--- config.mk ---
export PLATFORM = sky130hd
export DESIGN_NAME = ssp_station_list
export DESIGN_NICKNAME = d
export VERILOG_FILES = /design/src/rtl/core/ssp_pkg.sv /design/src/rtl/core/ssp_station_list.sv
export SDC_FILE = /design/constraint.sdc
export NUM_CORES = 1
export LEC_CHECK = 0
export BUFFER_PORTS_ARGS = -buffer_cell sky130_fd_sc_hd__buf_2
export CORE_ASPECT_RATIO = 0.8
export CORE_UTILIZATION = 62
export DETAILED_ROUTE_END_ITERATION = 8
export HOLD_SLACK_MARGIN = 0.03
export PLACE_DENSITY = 0.89
export SLEW_MARGIN = 40
export SYNTH_ARGS = -nofsm -noshare
export SYNTH_HDL_FRONTEND = slang
export SYNTH_SLANG_ARGS = --single-unit
export TNS_END_PERCENT = 20
--- constraint.sdc ---
create_clock -name clk -period 4.07 [get_ports clk]
set_input_delay 0.814 -clock clk [delete_from_list [all_inputs] [get_ports clk]]
set_output_delay 0.814 -clock clk [all_outputs]
set_load 0.02 [all_outputs]
--- src/rtl/core/ssp_pkg.sv ---
// Shared types and constants of the scan station peak finder.
// No dependencies; imported by every module of the core.
package ssp_pkg;

	// Input function codes
	localparam logic [1:0] FUNC_START  = 2'd0;
	localparam logic [1:0] FUNC_ADD    = 2'd1;
	localparam logic [1:0] FUNC_REPORT = 2'd2;

	// Configuration register indexes
	localparam logic CFG_START_FREQ = 1'b0;
	localparam logic CFG_FREQ_STEP  = 1'b1;

	// Threshold: lowest + (highest - lowest) / 3, the divide done as d * 171 >> 9
	localparam int         TH_RECIP     = 171;
	localparam int         TH_SHIFT     = 9;
	localparam logic [8:0] FLAT_MARGIN  = 9'd2;
	localparam logic [7:0] STRENGTH_MAX = 8'hFF;

	// One stored scan point
	typedef struct packed {
		logic [7:0] noise_ratio;
		logic [7:0] strength;
	} point_t;

	// One station list entry
	typedef struct packed {
		logic [7:0]  noise_ratio;
		logic [7:0]  strength;
		logic [15:0] frequency;
	} station_t;

	// Scan status from the point store
	typedef struct packed {
		logic       present;
		logic [7:0] lowest;
		logic [7:0] highest;
	} pts_status_t;

	// Report sequencer
	typedef enum logic [3:0] {
		ST_IDLE,
		ST_SETUP,
		ST_RD,
		ST_EVAL,
		ST_FREQ,
		ST_INS,
		ST_WAIT,
		ST_EMIT_RD,
		ST_EMIT_LD,
		ST_EMPTY
	} ctl_state_t;

	// Station list insertion sequencer
	typedef enum logic [1:0] {
		LS_IDLE,
		LS_SHIFT,
		LS_CMP,
		LS_FULL_CHK
	} lst_state_t;

endpackage

--- src/rtl/core/ssp_station_list.sv ---
// Station list: strength-sorted memory with a one-step-per-pass insertion sequencer.
// Depends on ssp_pkg.
module ssp_station_list import ssp_pkg::*; #(
	parameter int MAX_STATIONS = 20,
	localparam int LAW = (MAX_STATIONS > 1) ? $clog2(MAX_STATIONS) : 1,
	localparam int LCW = $clog2(MAX_STATIONS + 1)
) (
	input  logic            clk,
	input  logic            arst_n,
	input  logic            clear,
	input  logic            ins,
	input  station_t        ins_entry,
	output logic            busy,
	output logic [LCW-1:0]  count,
	input  logic            rd_en,
	input  logic [LAW-1:0]  rd_addr,
	output station_t        rd_data
);

	localparam logic [LAW-1:0] LAST_ADDR = LAW'(MAX_STATIONS - 1);

	station_t           mem [MAX_STATIONS];
	station_t           rd_q;
	lst_state_t         state_q, state_d;
	logic [LAW-1:0]     pos_q, pos_d;
	logic [LCW-1:0]     cnt_q, cnt_d;
	station_t           ent_q, ent_d;
	logic               we;
	logic [LAW-1:0]     waddr;
	station_t           wdata;
	logic               mrd_en;
	logic [LAW-1:0]     mrd_addr;

	// state and control registers
	always_ff @(posedge clk or negedge arst_n) begin
		if (!arst_n) begin
			state_q <= LS_IDLE;
			cnt_q   <= '0;
		end else begin
			state_q <= state_d;
			cnt_q   <= cnt_d;
		end
	end

	always_ff @(posedge clk) begin
		pos_q <= pos_d;
		ent_q <= ent_d;
	end

	// insertion: walk up from the free slot, moving weaker entries down one place
	always_comb begin
		state_d  = state_q;
		pos_d    = pos_q;
		cnt_d    = cnt_q;
		ent_d    = ent_q;
		we       = 1'b0;
		waddr    = pos_q;
		wdata    = ent_q;
		mrd_en   = rd_en;
		mrd_addr = rd_addr;
		case (state_q)
			LS_IDLE: begin
				if (clear) begin
					cnt_d = '0;
				end else if (ins) begin
					ent_d = ins_entry;
					if (cnt_q >= LCW'(MAX_STATIONS)) begin
						// full: look at the weakest entry first
						mrd_en   = 1'b1;
						mrd_addr = LAST_ADDR;
						state_d  = LS_FULL_CHK;
					end else begin
						pos_d   = cnt_q[LAW-1:0];
						cnt_d   = cnt_q + LCW'(1);
						state_d = LS_SHIFT;
					end
				end
			end
			LS_SHIFT: begin
				if (pos_q == '0) begin
					we      = 1'b1;
					state_d = LS_IDLE;
				end else begin
					mrd_en   = 1'b1;
					mrd_addr = pos_q - LAW'(1);
					state_d  = LS_CMP;
				end
			end
			LS_CMP: begin
				we = 1'b1;
				if (rd_q.strength < ent_q.strength) begin
					wdata   = rd_q;
					pos_d   = pos_q - LAW'(1);
					state_d = LS_SHIFT;
				end else begin
					state_d = LS_IDLE;
				end
			end
			LS_FULL_CHK: begin
				// only a strictly stronger station displaces the weakest
				if (rd_q.strength >= ent_q.strength) begin
					state_d = LS_IDLE;
				end else begin
					pos_d   = LAST_ADDR;
					state_d = LS_SHIFT;
				end
			end
			default: begin
				state_d = LS_IDLE;
			end
		endcase
	end

	// list memory, registered read
	always_ff @(posedge clk) begin
		if (we)
			mem[waddr] <= wdata;
		if (mrd_en)
			rd_q <= mem[mrd_addr];
	end

	assign busy    = (state_q != LS_IDLE);
	assign count   = cnt_q;
	assign rd_data = rd_q;

endmodule

Yosys cells after proc, flatten, opt, wreduce, memory -nomap -nowiden --
Memory sizes are Yosys's and may differ from the RTL's. A register that Yosys moved wholly into a read port is not among the register bits. Cells that the tools add are included.
Storage, ports and cells: bits in registers 44, memory bits (writable) 640, input port bits 42, output and inout bits 38, logic and storage cells 63, memories kept 1
Operators by class: add/subtract/negate cells 2, magnitude comparators 3, eq/ne operators 9, mux-type cells 32, bitwise gates (word level) 1, reduce and logical (&&, ||, !) cells 9
Memory list:
- mem | depth 20, bits a word 32, read ports 1, clocked after memory_dff 1, write ports 1, RTL line ssp_station_list.sv:22 | station_t mem [MAX_STATIONS];
Operators by type and width (number):
- 32-bit two-way mux | 2
- 5-bit two-way mux | 12
- 5-bit one-hot mux with 3 select lines | 1
- 2-bit inequality test (second input constant) | 6
- 5-bit one-hot mux with 2 select lines | 1
- 1-bit two-way mux | 9
- 8-bit >= comparator | 1
- 8-bit < comparator | 1
- 2-bit two-way mux | 4
- 2-bit one-hot mux with 4 select lines | 1
- 3-bit AND reduction | 2
- 6-bit AND reduction | 1
- 5-bit by 1-bit adder with 5-bit output (second input constant) | 1
- 5-bit >= comparator (second input constant) | 1
- 5-bit zero test | 1
- 5-bit by 1-bit subtractor with 5-bit output (second input constant) | 1
- 2-bit == test (second input constant) | 2
- 1-bit one-hot mux with 2 select lines | 2
- 2-bit nonzero test | 2
- 3-bit nonzero test | 1
- 2-bit by 1-bit == test with 1-bit output (second input constant) | 1
- 2-bit zero test | 1
- 2-bit AND reduction | 1
- 1-bit inverter | 1

Depth between registers and ports, before layout --
word-level depth 5, gate-level depth with buffers 12, gate-level depth less buffers 9

Least setup slack after synthesis --
No wires, ideal clock.
kind register to register, start point register pos_q[0], end point memory mem[14][0] (netlist bit) (enable), library setup time 421 ps, arrival time 3047 ps, required time 3649 ps, slack 602 ps, cell stages (with the launch flop) 9, path buffers 1, period minus slack after synthesis 3468 ps, path through edfxtp_1 inv_1 ha_1 or4b_1 buf_2 nor2_1 o21a_1 nand2_1 nor2_1
On the way: word-level cells in the longest chain between the ends 5
RTL lines:
- start, declared | RTL line ssp_station_list.sv:25 | logic [LAW-1:0] pos_q, pos_d;
- start signal, assigned | RTL line ssp_station_list.sv:46 | pos_q <= pos_d;
- 5-bit zero test | RTL line ssp_station_list.sv:80 | if (pos_q == '0) begin
- 1-bit two-way mux | RTL line ssp_station_list.sv:80
- 1-bit one-hot mux with 2 select lines | RTL line ssp_station_list.sv:61 | case (state_q)
- 1-bit two-way mux | RTL line ssp_station_list.sv:116 | if (we)
- 1-bit two-way mux (not written as such) | RTL line ssp_station_list.sv:117 | mem[waddr] <= wdata;
- end, declared | RTL line ssp_station_list.sv:22
Several ways; a longest one is shown, not always the timed one.

Final worst setup path --
start point register pos_q[0], end point register rd_data[2] (netlist name)
On the way: word-level cells in the longest chain between the ends 3, elaborated cells on any way between the ends 6, those cells by class add/sub (1); mux (4); reduce/logical (1)
RTL lines (RTL line):
- 5-bit by 1-bit subtractor with 5-bit output or 5-bit zero test (tied branches) | ssp_station_list.sv:85, ssp_station_list.sv:80
- 5-bit two-way mux or 1-bit two-way mux (tied branches) | ssp_station_list.sv:80
- 5-bit one-hot mux with 2 select lines or 1-bit one-hot mux with 2 select lines (tied branches) | ssp_station_list.sv:61
Several ways; a longest one is shown, not always the timed one. A chain may end at the register's enable or synchronous reset.

==> run metrics <==
Nets=~1500; Hold Startpoint=ins_entry[19]; drt wl/cell=34.7 um; worst reg2reg setup slack=roughly 230 ps; Power per Cell Area=about 660 mW/mm2; required time of the critical path=4410 ps; syn_area_per_cell=21.9 um2; area leader, netlist=edfxtp_1; final period utilization=0.943; Hold Crit Class=input pin to flip-flop; number of global-route vias before repair=about 15000; Layout Skew=about 24 ps; drt first pass iters=6; first-pass GRT wire length=99700 um; outcome=completed; DR iter-0 viols=approximately 2200; DRC violations left=0; remaining antenna violation count after routing=0; Synth Warn #=0; DP HPWL=approximately 35000 um; Synth async-reset ratio=0.00978; initial antenna violation count=1; critical path type=flip-flop to flip-flop; Reg2Reg Depth=10; static leakage=a little over 10 nW; post-synth cell types=39; slew margin rel.=0.443; total clock sinks=~720; startpoint types=flip-flop; Mapped Cells=1255; flops & latches, synth=716; dpl cell area=slightly below 0.03 mm2; min Tclk post-route=3840 ps; final setup vio count=0; uppermost layer routed=met4; final max-slew violation count=0; I/O Buffers=79; WL final=between 60000 and 70000 um; Top Ports=80; Max Fanout on Critical Path=28; total core area=0.0434 mm2; Vias=between 10000 and 15000; Int Pwr=roughly 15 mW; Die ar.=between 0.04 and 0.05 mm2; top-area cell type share of the netlist area=0.775; Min Hold Slack=379 ps; clk buf depth=3; latest clock arrival within the worst-skew pair=slightly above 600 ps; WL met1=between 20000 and 25000 um; final instance area=roughly 0.031 mm2; Fmax=around 260 MHz; WL met2=33800 um; Worst-Margin Slew=831 ps; Clk pwr share=0.292; Post-synth EDFFs=a little over 700; CTS tree=yes; Netlist Area Pre-Place=~0.027 mm2; most numerous cell in the Yosys netlist=edfxtp_1; Peak VDD IR=0.000407 V; sink of the worst hold path=ent_q[19]; share of layout cells above drive strength 1=0.313; Die Y=around 190 um; initial core utilization=0.633; setup tns final=0 ps; Die Wd=roughly 240 um; sequential area share after synthesis=0.781; met3 routed WL=about 9000 um; combinational power share=0.255; Reg-to-Reg Start=pos_q[0]; FP Rows=roughly 70; total net switching power=6.16 mW; drt via density=~7; Most used DFF post-synth=edfxtp_1; hold depth=1; Synth-to-Final Area Change=13.6%; max-cap violations=0; largest net degree at the start of global routing=45; worst path arrival time=~4200 ps; Root Driver=clkbuf_16; grt ovf=0; reg2reg end=rd_data[2]; crit path from=pos_q[0]; top cells by count, synth=edfxtp_1 (709), mux4_2 (160), a22oi_1 (64); Sequential Power Share=0.452; Fillers=2321; Final Hold Fails=0; switching share of power=0.297; H-tree level count=3; Clock transition at path regs=70 ps; Synthesized Nets=1316; CP Capture Type=flip-flop; Num CTS Buffers=66; unrepaired setup endpoints after global routing=no; synth top area cells=edfxtp_1 (77%), mux4_2 (13%), a22oi_1 (1.7%); Placer Congestion=around 0.85; GRT Resource Usage Total=0.316
[layout by cell type, fill, tap and decap left out, types with 22 or more instances in the layout]
cell type	n
mux4_2	160
edfxtp_1	709
nand2_1	47
clkbuf_16	68
a22oi_1	64
nand3_1	33
nor2_4	22
buf_4	32
buf_2	79
mux2_2	35
[worst max path at each step]
stage | end | slack (ps) | depth (start not counted)
3_3_place_gp | rd_data[30] | 570 | 10
4_1_cts | rd_data[2] | 180 | 10
5_1_grt | rd_data[28] | 110 | 10
2_1_floorplan | mem[14][0] | 600 | 8
6_report | rd_data[2] | 230 | 10
3_5_place_dp | rd_data[2] | 410 | 10
[flip-flops by register name, indices dropped and copies added, names as in the netlist]
| name | count |
|---|---|
| mem | 640 |
| ent_q | 32 |
| rd_data | 32 |
| count | 5 |
| pos_q | 5 |
| state_q | 2 |
[layer usage]
| layer | up-vias | global-route usage |
|---|---|---|
| li1 | 5514 | - |
| met1 | 7346 | 0.433 |
| met2 | 1288 | 0.505 |
| met3 | 201 | 0.0669 |
| met4 | 0 | 0.131 |
| met5 | - | 0 |
[stage by stage]
step | power (mW) | util | std cells | setup WS, ps
global placement | 14.3 | 0.671 | 1884 | 574
finish | 20.7 | 0.719 | 2000 | 232
CTS | 20.7 | 0.719 | 1999 | 181
global route | 21.3 | 0.719 | 2000 | 107
detailed placement | 14.6 | 0.672 | 1885 | 408
floorplan | 12.9 | - | 1255 | 602
[logic make-up after synthesis]
kind of cell             after synthesis  share of synthesized area
multiplexers                         196                      0.146
XOR/XNOR                               4                    0.00128
AND/OR/NAND/NOR                      137                     0.0224
adder cells (fa/ha/maj)               19                    0.00865
buffers and inverters                 82                     0.0141
flip-flops                           716                      0.781
AO/OA/AOI/OAI                        101                     0.0265
[power groups by stage]
stage / clock, mW / sequential, mW / combinational, mW
after global routing: 6.35 / 9.40 / 5.54
after CTS: 6.09 / 9.37 / 5.25
after global placement: 0 / 9.48 / 4.86
after floorplan: 0 / 9.56 / 3.32
final: 6.06 / 9.38 / 5.29
after detailed placement: 0 / 9.49 / 5.09
[area by class of cell]
cell class                      instances  area [um2]  share of cell area
Clock inverter                         35         323              0.0103
Inverter                               19        73.8             0.00236
Timing Repair Buffer                  134        1080              0.0346
Sequential cell                       716       21500               0.688
Clock buffer                           78        1740              0.0557
Tap cell                              560         701              0.0224
Multi-Input combinational cell        457        5830               0.187
Antenna cell                            1        2.50           0.0000802
[what timing repair did]
action,in CTS,in global routing
gates resized for setup,0,1
setup endpoints to repair,0,2
hold buffers,1,0
hold endpoints to repair,7,0
buffers inserted,0,0
[critical path: stages (launching register included)]
cell	delay (ps)
edfxtp_1	520
inv_1	210
ha_1	240
or4b_1	650
nand3_2	220
a221o_4	280
buf_12	230
buf_12	270
mux4_2	530
a22oi_1	260
nand3_1	140
(Power assumes the default switching activity.)
